===== src/hw/rtl/bsi_pkg.sv =====
package bsi_pkg;

  localparam int unsigned MaxBoxesDef  = 64;
  localparam int unsigned CoordBitsDef = 15;
  localparam int unsigned RatioW       = 17;
  localparam int unsigned ClassW       = 8;
  localparam int unsigned ModeW        = 2;

  localparam logic [RatioW-1:0] ThresholdReset = 17'd26214;
  localparam logic [RatioW-1:0] RatioOne       = 17'h10000;

  typedef enum logic [ModeW-1:0] {
    ModeTruth = 2'd0,
    ModeGuess = 2'd1,
    ModeEval  = 2'd2,
    ModeNone  = 2'd3
  } mode_e;

  typedef enum logic [3:0] {
    StIdle,
    StSortChk,
    StSortCap,
    StSortCmp,
    StSortWb,
    StPairChk,
    StPairGeo,
    StPairMul,
    StPairUni,
    StPairDivSt,
    StPairDiv,
    StDivMean,
    StDivRec,
    StDivPrec
  } state_e;

  typedef enum logic [4:0] {
    OpNone,
    OpLoad,
    OpEvalInit,
    OpSortRdi,
    OpSortCap,
    OpSortCmp,
    OpSortWb,
    OpNextSet,
    OpPairInit,
    OpPairRd,
    OpPairGeo,
    OpPairMul,
    OpPairUni,
    OpPairDivSt,
    OpPairSkip,
    OpPairAcc,
    OpFinMean,
    OpFinRec,
    OpFinPrec,
    OpEmit
  } dp_op_e;

  typedef struct packed {
    dp_op_e op;
  } dp_cmd_t;

  typedef struct packed {
    logic sort_more;
    logic j_last;
    logic first_set;
    logic pair_more;
    logic empty;
    logic div_busy;
    logic out_block;
  } dp_status_t;

endpackage


===== src/hw/rtl/bsi_ctrl.sv =====
module bsi_ctrl (
  input  logic                      clk_i,
  input  logic                      rst_ni,
  input  logic                      in_valid_i,
  input  logic [bsi_pkg::ModeW-1:0] mode_i,
  input  bsi_pkg::dp_status_t       status_i,
  output bsi_pkg::dp_cmd_t          cmd_o,
  output logic                      in_stall_o
);
  import bsi_pkg::*;

  state_e state_q, state_d;

  always_ff @(posedge clk_i or negedge rst_ni) begin
    if (!rst_ni) begin
      state_q <= StIdle;
    end else begin
      state_q <= state_d;
    end
  end

  always_comb begin
    state_d   = state_q;
    cmd_o.op  = OpNone;
    unique case (state_q)
      StIdle: begin
        if (in_valid_i) begin
          unique case (mode_e'(mode_i))
            ModeTruth, ModeGuess: cmd_o.op = OpLoad;
            ModeEval: begin
              cmd_o.op = OpEvalInit;
              state_d  = StSortChk;
            end
            default: ;
          endcase
        end
      end
      StSortChk: begin
        if (status_i.sort_more) begin
          cmd_o.op = OpSortRdi;
          state_d  = StSortCap;
        end else if (status_i.first_set) begin
          cmd_o.op = OpNextSet;
        end else begin
          cmd_o.op = OpPairInit;
          state_d  = StPairChk;
        end
      end
      StSortCap: begin
        cmd_o.op = OpSortCap;
        state_d  = StSortCmp;
      end
      StSortCmp: begin
        cmd_o.op = OpSortCmp;
        if (status_i.j_last) state_d = StSortWb;
      end
      StSortWb: begin
        cmd_o.op = OpSortWb;
        state_d  = StSortChk;
      end
      StPairChk: begin
        if (status_i.pair_more) begin
          cmd_o.op = OpPairRd;
          state_d  = StPairGeo;
        end else begin
          cmd_o.op = OpFinMean;
          state_d  = StDivMean;
        end
      end
      StPairGeo: begin
        cmd_o.op = OpPairGeo;
        state_d  = StPairMul;
      end
      StPairMul: begin
        cmd_o.op = OpPairMul;
        state_d  = StPairUni;
      end
      StPairUni: begin
        cmd_o.op = OpPairUni;
        state_d  = StPairDivSt;
      end
      StPairDivSt: begin
        if (status_i.empty) begin
          cmd_o.op = OpPairSkip;
          state_d  = StPairChk;
        end else begin
          cmd_o.op = OpPairDivSt;
          state_d  = StPairDiv;
        end
      end
      StPairDiv: begin
        if (!status_i.div_busy) begin
          cmd_o.op = OpPairAcc;
          state_d  = StPairChk;
        end
      end
      StDivMean: begin
        if (!status_i.div_busy) begin
          cmd_o.op = OpFinRec;
          state_d  = StDivRec;
        end
      end
      StDivRec: begin
        if (!status_i.div_busy) begin
          cmd_o.op = OpFinPrec;
          state_d  = StDivPrec;
        end
      end
      StDivPrec: begin
        if (!status_i.div_busy && !status_i.out_block) begin
          cmd_o.op = OpEmit;
          state_d  = StIdle;
        end
      end
      default: state_d = StIdle;
    endcase
  end

  assign in_stall_o = state_q != StIdle;

endmodule


===== config.mk =====
export PLATFORM = sky130hd
export DESIGN_NAME = bsi_ctrl
export DESIGN_NICKNAME = d
export VERILOG_FILES = /design/src/hw/rtl/bsi_pkg.sv /design/src/hw/rtl/bsi_ctrl.sv
export SDC_FILE = /design/constraint.sdc
export NUM_CORES = 1
export LEC_CHECK = 0
export ABC_AREA = 0
export BUFFER_PORTS_ARGS = -buffer_cell sky130_fd_sc_hd__buf_2
export CORE_AREA = 2 2 39 41
export DETAILED_ROUTE_END_ITERATION = 16
export DIE_AREA = 0 0 41 43
export PLACE_DENSITY = 0.75
export SLEW_MARGIN = 10
export SYNTH_ARGS = -nofsm -noshare
export SYNTH_HDL_FRONTEND = slang
export SYNTH_SLANG_ARGS = --single-unit

===== constraint.sdc =====
create_clock -name clk_i -period 1.6 [get_ports clk_i]
set_input_delay 0.24 -clock clk_i [delete_from_list [all_inputs] [get_ports clk_i]]
set_output_delay 0.24 -clock clk_i [all_outputs]
set_load 0.05 [all_outputs]

==> After elaboration in Yosys (flattened, before gate mapping) <==
Cells that the tools add are included.
{ "word_totals": {"memories": 0, "ff_bits": 4, "ramBits": 0, "mem_bits_ro": 0, "latch_bits": 0, "output_inout_bits": 6, "elab_cells": 55, "in_bits": 12} }
{ "op_classes": {"bitwise": 0, "addsub": 0, "shifts": 0, "eq_ne": 23, "n_mul": 0, "reduce_logical": 8, "n_lt_le_gt_ge": 0, "n_mux": 23, "div": 0} }
{ "ops": {"columns": ["op", "n"], "rows": [
  ["$pmux 5 s14", 1],
  ["$mux 4", 14],
  ["$pmux 4 s14", 1],
  ["$eq 4x4->1 const B", 6],
  ["$mux 5", 4],
  ["$eq 4x3->1 const B", 4],
  ["$ne 2x2->1 const B", 6],
  ["$eq 4x2->1 const B", 2],
  ["$reduce_and 8->1", 1],
  ["$eq 4x1->1 const B", 1],
  ["$logic_not 4->1", 1],
  ["$mux 2", 2],
  ["$pmux 2 s2", 1],
  ["$reduce_bool 4->1", 1],
  ["$ne 3x3->1 const B", 1],
  ["$eq 2x1->1 const B", 1],
  ["$eq 2x2->1 const B", 1],
  ["$logic_not 1->1", 2],
  ["$logic_not 2->1", 1],
  ["$ne 2x1->1 const B", 1],
  ["$reduce_or 2->1", 1],
  ["$logic_and 1x1->1", 1]
]} }

==> Depth between registers and ports, before layout <==
Gate-level depths: netlist (run 1).
{ "depth": {"depth_word": 5, "ltp_mapped": 7, "depth_no_buf": 5} }

==> Worst setup path after synthesis (run 1) <==
Ideal clock, no wire load.
{ "synth_path": {"kind": "reg2out", "start": "register state_q[1]", "end": "output cmd_o[2] (netlist name)", "n_path_buf": 2, "setup_slack_ps": -406, "arrival_ps": 1766, "t_required_ps": 1360, "path_stages_with_launch": 7, "cell_sequence": "dfrtp_1 -> buf_12 -> buf_4 -> o21ai_1 -> nand2_1 -> and2_1 -> o221ai_1"} }
{ "synth_lines": {"columns": ["element", "line", "source"], "rows": [
  ["start: declaration", "bsi_ctrl.sv:12", "state_e state_q, state_d;"],
  ["start signal: assignment", "bsi_ctrl.sv:16", "state_q <= StIdle;"],
  ["start signal: assignment", "bsi_ctrl.sv:18", "state_q <= state_d;"],
  ["end: declaration", "bsi_ctrl.sv:7", "output bsi_pkg::dp_cmd_t cmd_o,"]
]} }

==> results of run 1 <==
## area by class of cell
class,count,share of cell area [%]
clock buffers,3,1.85
inverters,3,0.927
multi-input cells,69,47.8
flip-flops and latches,4,8.34
well taps,16,1.65
repair buffers,60,39.4
## synthesized netlist by cell type (2+ instances only)
cell type / count
sky130_fd_sc_hd__dfrtp_1: 4
sky130_fd_sc_hd__nand2_1: 11
sky130_fd_sc_hd__nor3_1: 2
sky130_fd_sc_hd__o21ai_0: 3
sky130_fd_sc_hd__o22ai_1: 2
sky130_fd_sc_hd__o21ai_1: 5
sky130_fd_sc_hd__mux2_2: 3
sky130_fd_sc_hd__buf_4: 3
sky130_fd_sc_hd__nand2b_1: 3
sky130_fd_sc_hd__a31oi_1: 3
sky130_fd_sc_hd__nand3b_1: 3
sky130_fd_sc_hd__nor2_1: 5
sky130_fd_sc_hd__a21oi_1: 6
sky130_fd_sc_hd__inv_1: 2
sky130_fd_sc_hd__o221ai_1: 2
## power breakdown
part	switching, mW	internal [mW]	total [mW]
clock	0.0502	0.0845	0.135
combinational	1.38	1.23	2.61
sequential	0.0813	0.152	0.233
## metrics by stage
stage	power (mW)	TNS, ns	utilization (%)	instance area, um^2	setup WS [ns]
floorplan	1.50	-0.149	-	659	-0.108
global placement	2.03	-0.400	65.9	912	-0.100
detailed placement	2.07	-0.436	65.9	912	-0.115
CTS	2.64	-1.01	81.1	1120	-0.219
global route	3.07	-2.22	87.8	1210	-0.361
finish	2.98	-1.85	87.8	1210	-0.305
## timing repair
item	in CTS	in global routing
gates resized for setup	32	12
endpoints found under the setup margin	7	10
hold buffers	1	0
pin swaps	10	8
gates cloned	0	1
endpoints found under the hold margin	4	0
buffers inserted	8	5
## worst paths after layout
| check | end | depth (start not counted) | from |
|---|---|---|---|
| setup / recovery | cmd_o[0] | 7 | state_q[1] |
| setup reg to reg | state_q[0] | 8 | state_q[0] |
| hold / removal | state_q[2] | 2 | rst_ni |
| max in group asynchronous | state_q[0] | 2 | rst_ni |
| hold reg to reg | state_q[0] | 3 | state_q[0] |
| min in group clk_i | state_q[1] | 3 | status_i[2] |
## worst register-to-register path: cells and delay by family, from the launching register on
family,cells,cell delay (ns)
flops,1,0.47
buf+inv,3,0.35
compound gates,2,0.34
simple gates,2,0.31
mux,1,0.27
## kinds of logic after synthesis
logic type | synth area share, %
AOI/OAI and AO/OA | 36.7
DFF | 16.1
buffers and inverters | 11.8
muxes | 5.42
and+or+nand+nor | 29.9
## metal layers
layer,global-route usage (%),vias to the layer above,share of wire [%]
li1,-,425,-
met1,50.3,463,38
met2,55.3,100,46
met3,9.95,19,12
met4,12.0,0,3.5
met5,0,-,0
## cell usage in the layout (no fill, tap or decap), types with 3 or more instances in the layout
| cell type | instances |
|---|---|
| sky130_fd_sc_hd__buf_4 | 33 |
| sky130_fd_sc_hd__mux2_2 | 3 |
| sky130_fd_sc_hd__o21ai_2 | 3 |
| sky130_fd_sc_hd__nand3b_1 | 3 |
| sky130_fd_sc_hd__nand2_1 | 11 |
| sky130_fd_sc_hd__dfrtp_1 | 3 |
| sky130_fd_sc_hd__buf_2 | 12 |
| sky130_fd_sc_hd__buf_6 | 13 |
| sky130_fd_sc_hd__clkbuf_4 | 3 |
| sky130_fd_sc_hd__a21oi_1 | 3 |
==> implementation parameters, run 1 <==
Parameter                              Value

STA
  Setup skew after layout ... 0.000242 ns
  Final critical-path required period ... 1.90 ns
  Relative max-transition margin ... 83.5%
  Final period util ... 119%
  Setup repair after global routing missed its margin ... true
  Number of setup violations in the final report ... 9
  Maximum frequency from static timing analysis ... 525 MHz
  Fin. max-slew vios ... 0
  Hold slack final ... 0.398 ns
  Actual transition at the worst max-transition pin ... 0.245 ns
  Final hold violation count ... 0
  Post-layout worst setup margin ... -0.305 ns

Critical path
  Start-to-end type of the worst setup path ... register to primary output
  Sort of element at the end of the critical path ... primary output
  Data required, critical path ... 1.36 ns
  Setup slack on the worst flop-to-flop path ... -0.26 ns
  Top cell family by delay on the critical path ... compound AO/OA/AOI/OAI gates
  Slowest library cell on the worst path ... sky130_fd_sc_hd__dfrtp_1
  Cells traversed along the worst timing path ... buf_6 > nor2b_4 > o21ai_4 > a21oi_2 > a31oi_2 > o2bb2ai_4 > buf_6
  Peak fanout along the critical path ... 5
  Max incr delay on CP ... 0.43 ns
  CP most frequent cell ... sky130_fd_sc_hd__buf_6
  Arrival @ worst endpoint ... 1.66 ns
  Type of origin of the critical path ... register
  Buf/Inv on CP ... 2

Synth
  Count of flip-flops with a built-in enable after synthesis ... 0
  Part of the Yosys area used for sequential elements ... 16.1%
  Post-synthesis net count ... 95
  Number of unique standard cell types used by synthesis ... 41
  Library cell with the largest summed area after synthesis ... sky130_fd_sc_hd__dfrtp_1
  Average cell area after synthesis ... 7.51 um^2
  Instance count of the mapped netlist ... 83
  Fraction of post-synthesis cell area in the top cell type by area ... 16.1%
  Asr flop ratio synth ... 100%
  Top post-synthesis cells by area ... sky130_fd_sc_hd__dfrtp_1 (16%), sky130_fd_sc_hd__nand2_1 (6.6%), sky130_fd_sc_hd__mux2_2 (5.4%)
  Yosys warns ... 0
  Predominant post-synthesis flop cell ... sky130_fd_sc_hd__dfrtp_1
  Flop and latch count out of synthesis ... 4
  Combined area of all synthesized cells ... 623 um^2

Routing
  Routed Wire Length ... 3240 um
  Post-detailed-route via-to-cell ratio ... 6.50
  Pre-Repair DR Iteration Count ... 5
  Number of nets with antenna violations after routing ... 0
  WL per Instance ... 20.9 um
  Initial DRC Count ... 60
  Via count ... 1007
  Number of remaining DRC errors ... 0

Placement
  Number of placed instances, taps included ... 137
  DP HPWL ... 1650 um
  Number of I/O port buffers ... 17
  Final weighted congestion of routability-driven global placement ... 0.885

Cells and area
  Diode count ... 0
  Area taken by multi-input logic gates ... 581 um^2
  Area growth, synth to finish ... 95.0%
  Largest registers ... state_q (4)
  Total of fill cells in the finished design ... 73
  Fraction of final layout cells sized beyond drive strength 1 ... 66.2%
  Register Area ... 101 um^2
  Largest register FFs ... 4
  Count of placed standard cells in the final layout, fillers left out ... 155
  Register with the most flip-flops ... state_q
  Number of nets in the layout ... 153

Floorplan
  Core Box Area ... 1380 um^2
  Effective utilization at floorplan ... 45.0%
  Die ar. ... 1760 um^2
  Std-Cell Rows ... 14
  Number of ports placed on the die boundary ... 18
  Die Span X ... 41 um
  Die outline height ... 43 um

Worst hold path
  Hold Crit Class ... input pin to async pin

Job
  Count of max-cap constraint violations ... 0

Power and ir drop
  Leakage power figure ... 0.549 nW
  P per Cell Area ... 2450 nW/um^2
  Maximum vdd ir drop ... 1.61 mV

Clock network
  Cell at the root of the clock tree ... sky130_fd_sc_hd__clkbuf_4
  Later-pin clock latency in the skew report ... 0.24 ns
  TritonCTS clock tree ... done
  Clock slew at the register clock pins of the worst setup and hold paths ... 0.04 ns
  # clock sinks ... 4
  TritonCTS Buffers ... 3
  Max Root-Sink Buffers ... 2
  H-tree lvl count ... 1

Global route
  GRT Resource Usage Total ... 37.2%
  Number of global-route vias before repair ... 903
  Maximum number of pins on one net before global-route repair ... 11
  Remaining global-route overflow ... 0
  Antenna violations before repair ... 0
  First-pass GRT wire length ... 4420 um

Status
  Violations in the final reports ... setup timing
  Run status ... finished with violations
(Power assumes the default switching activity.)
==> run 2: changes to the inputs <==
SETUP_SLACK_MARGIN = 0.2   (was not set)
==> run 2 against run 1 <==
Compared with the run above: sequential share of layout area down 0.13 points; sequential power grew 3%; die area unchanged; final cell count shrank 4.5%; largest cell class unchanged; the run still ends with setup timing left; setup slack better by 0.016 ns; total power up 7.8%; via count down 0.60%; largest power group unchanged; critical endpoint is now cmd_o[1].
==> implementation parameters, run 2 (same netlist as run 1, synthesis figures left out) <==
Parameter                              Value

Status
  Run status ... finished with violations
  Violations in the final reports ... setup timing

Routing
  Routed Wire Length ... 3450 um (+6.3%)
  WL per Instance ... 23.3 um (+11%)
  Initial DRC Count ... 126 (+110%)
  Number of nets with antenna violations after routing ... 0 (unchanged)
  Pre-Repair DR Iteration Count ... 7 (+2)
  Post-detailed-route via-to-cell ratio ... 6.76 (+4.1%)
  Number of remaining DRC errors ... 0 (unchanged)
  Via count ... 1001 (-0.60%)

Clock network
  Cell at the root of the clock tree ... sky130_fd_sc_hd__clkbuf_4
  TritonCTS clock tree ... done
  TritonCTS Buffers ... 3 (unchanged)
  H-tree lvl count ... 1 (unchanged)
  Later-pin clock latency in the skew report ... 0.26 ns (+0.02 ns)
  Max Root-Sink Buffers ... 2 (unchanged)
  # clock sinks ... 4 (unchanged)
  Clock slew at the register clock pins of the worst setup and hold paths ... 0.05 ns (about the same)

STA
  Final hold violation count ... 0 (unchanged)
  Final critical-path required period ... 1.89 ns (-0.0163 ns)
  Actual transition at the worst max-transition pin ... 0.296 ns (+0.0518 ns)
  Relative max-transition margin ... 80.2% (-3.4 points)
  Setup skew after layout ... 0.0127 ns (+0.0125 ns)
  Fin. max-slew vios ... 0 (unchanged)
  Setup repair after global routing missed its margin ... true
  Maximum frequency from static timing analysis ... 530 MHz (+0.86%)
  Number of setup violations in the final report ... 9 (unchanged)
  Setup TNS Final ... -1.68 ns (+0.170 ns)
  Post-layout worst setup margin ... -0.288 ns (+0.0163 ns)
  Final period util ... 118% (-1.0 points)

Cells and area
  Largest register FFs ... 4 (unchanged)
  Commonest non-fill, non-tap cells in the layout ... sky130_fd_sc_hd__buf_4 (26), sky130_fd_sc_hd__buf_6 (13), sky130_fd_sc_hd__buf_2 (11), sky130_fd_sc_hd__nand2_1 (7), sky130_fd_sc_hd__o21ai_2 (4)
  Number of nets in the layout ... 146 (-4.6%)
  Most frequent standard cell in the layout excluding fill and tap cells ... sky130_fd_sc_hd__buf_4
  Largest registers ... state_q (4)
  Diode count ... 0 (unchanged)
  Register with the most flip-flops ... state_q
  Area growth, synth to finish ... 100%
  Count of placed standard cells in the final layout, fillers left out ... 148 (-4.5%)
  Fraction of final layout cells sized beyond drive strength 1 ... 69.7% (+3.5 points)

Floorplan
  Core Box Area ... 1380 um^2 (unchanged)
  Std-Cell Rows ... 14 (unchanged)
  Effective utilization at floorplan ... 45.0% (unchanged)
  Die outline height ... 43 um (unchanged)
  Number of ports placed on the die boundary ... 18 (unchanged)
  Die Span X ... 41 um (unchanged)
  Die ar. ... 1760 um^2 (unchanged)

Job
  Count of max-cap constraint violations ... 0 (unchanged)

Critical path
  Number of cells traversed by the worst register-to-register path ... 6 (-2)
  Arrival @ worst endpoint ... 1.65 ns (about the same)
  Peak fanout along the critical path ... 8 (+3)
  Start-to-end type of the worst setup path ... register to primary output
  Type of origin of the critical path ... register
  Sort of element at the end of the critical path ... primary output
  Data required, critical path ... 1.36 ns (about the same)

Placement
  Number of placed instances, taps included ... 134 (-2.2%)
  DP HPWL ... 1700 um (+3.3%)
  Dpl ws ... -0.0989 ns (+0.0156 ns)
  Final weighted congestion of routability-driven global placement ... 0.969 (+9.6%)
  Number of I/O port buffers ... 17 (unchanged)

Global route
  Remaining global-route overflow ... 0 (unchanged)
  GRT Resource Usage Total ... 37.9% (+0.73 points)
  First-pass GRT wire length ... 4330 um (-1.9%)
  Antenna violations before repair ... 0 (unchanged)
  Maximum number of pins on one net before global-route repair ... 9 (-2)
  Number of global-route vias before repair ... 910 (+0.78%)

Worst hold path
  Hold Crit Class ... input pin to async pin

Power and ir drop
  Leakage power figure ... 0.549 nW (about the same)
  P per Cell Area ... 2570 nW/um^2 (+4.9%)
  Maximum vdd ir drop ... 1.71 mV (+6.6%)
==> run 2: report_power, final <==
group	total, mW	leakage [nW]	internal [mW]	switching (mW)
sequential	0.241	0.0470	0.153	0.0884
clock	0.149	0.0138	0.0854	0.0639
combinational	2.82	0.488	1.31	1.50
==> run 2: path summary, 6_finish.rpt <==
kind	startpoint	end	slack, ns
max in group asynchronous	rst_ni	state_q[3]	1.12
setup / recovery	state_q[0]	cmd_o[1]	-0.29
setup reg to reg	state_q[0]	state_q[2]	-0.14
hold / removal	rst_ni	state_q[0]	0.33
min in group clk_i	status_i[2]	state_q[1]	0.52
hold reg to reg	state_q[2]	state_q[2]	0.79
==> run 2: what timing repair did <==
| item | 4_1_cts | 5_1_grt |
|---|---|---|
| setup endpoints to repair | 10 | 10 |
| pin swaps | 8 | 7 |
| endpoints found under the hold margin | 4 | 0 |
| hold buffers | 1 | 0 |
| resized for setup | 37 | 14 |
| buffers inserted | 5 | 5 |
==> run 2: critical path, cell delays in order (launching register included) <==
cell                       delay (ns)
sky130_fd_sc_hd__dfrtp_1         0.44
sky130_fd_sc_hd__buf_4           0.20
sky130_fd_sc_hd__nand2b_2        0.21
sky130_fd_sc_hd__o21ai_2         0.15
sky130_fd_sc_hd__a21oi_2         0.09
sky130_fd_sc_hd__o21ai_4         0.12
sky130_fd_sc_hd__buf_6           0.17
==> run 2: final cells by class <==
class | instances | area, um^2
clock buffers | 3 | 22.5
fillers | 56 | 135
inverters | 3 | 11.3
multi-input cells | 69 | 656
flip-flops and latches | 4 | 103
well taps | 16 | 20.0
repair buffers | 53 | 437
==> run 2: metal layers <==
| layer | track usage [%] | wire, um | vias to the layer above |
|---|---|---|---|
| met2 | 59.1 | 1620 | 100 |
| met1 | 42.9 | 1230 | 452 |
| met3 | 9.95 | 372 | 35 |
| met4 | 24.0 | 225 | 0 |
| li1 | - | - | 414 |
| met5 | 0 | 0 | - |
==> run 2: through the flow <==
stage	cell area (um^2)	hold WS (ns)	utilization [%]	power, mW
6_report	1250	0.329	90.2	3.21
3_5_place_dp	936	0.0472	67.6	2.19
4_1_cts	1150	0.320	83.0	2.75
2_1_floorplan	717	-0.0556	-	1.66
5_1_grt	1250	0.336	90.2	3.30
3_3_place_gp	936	0.0450	67.6	2.15
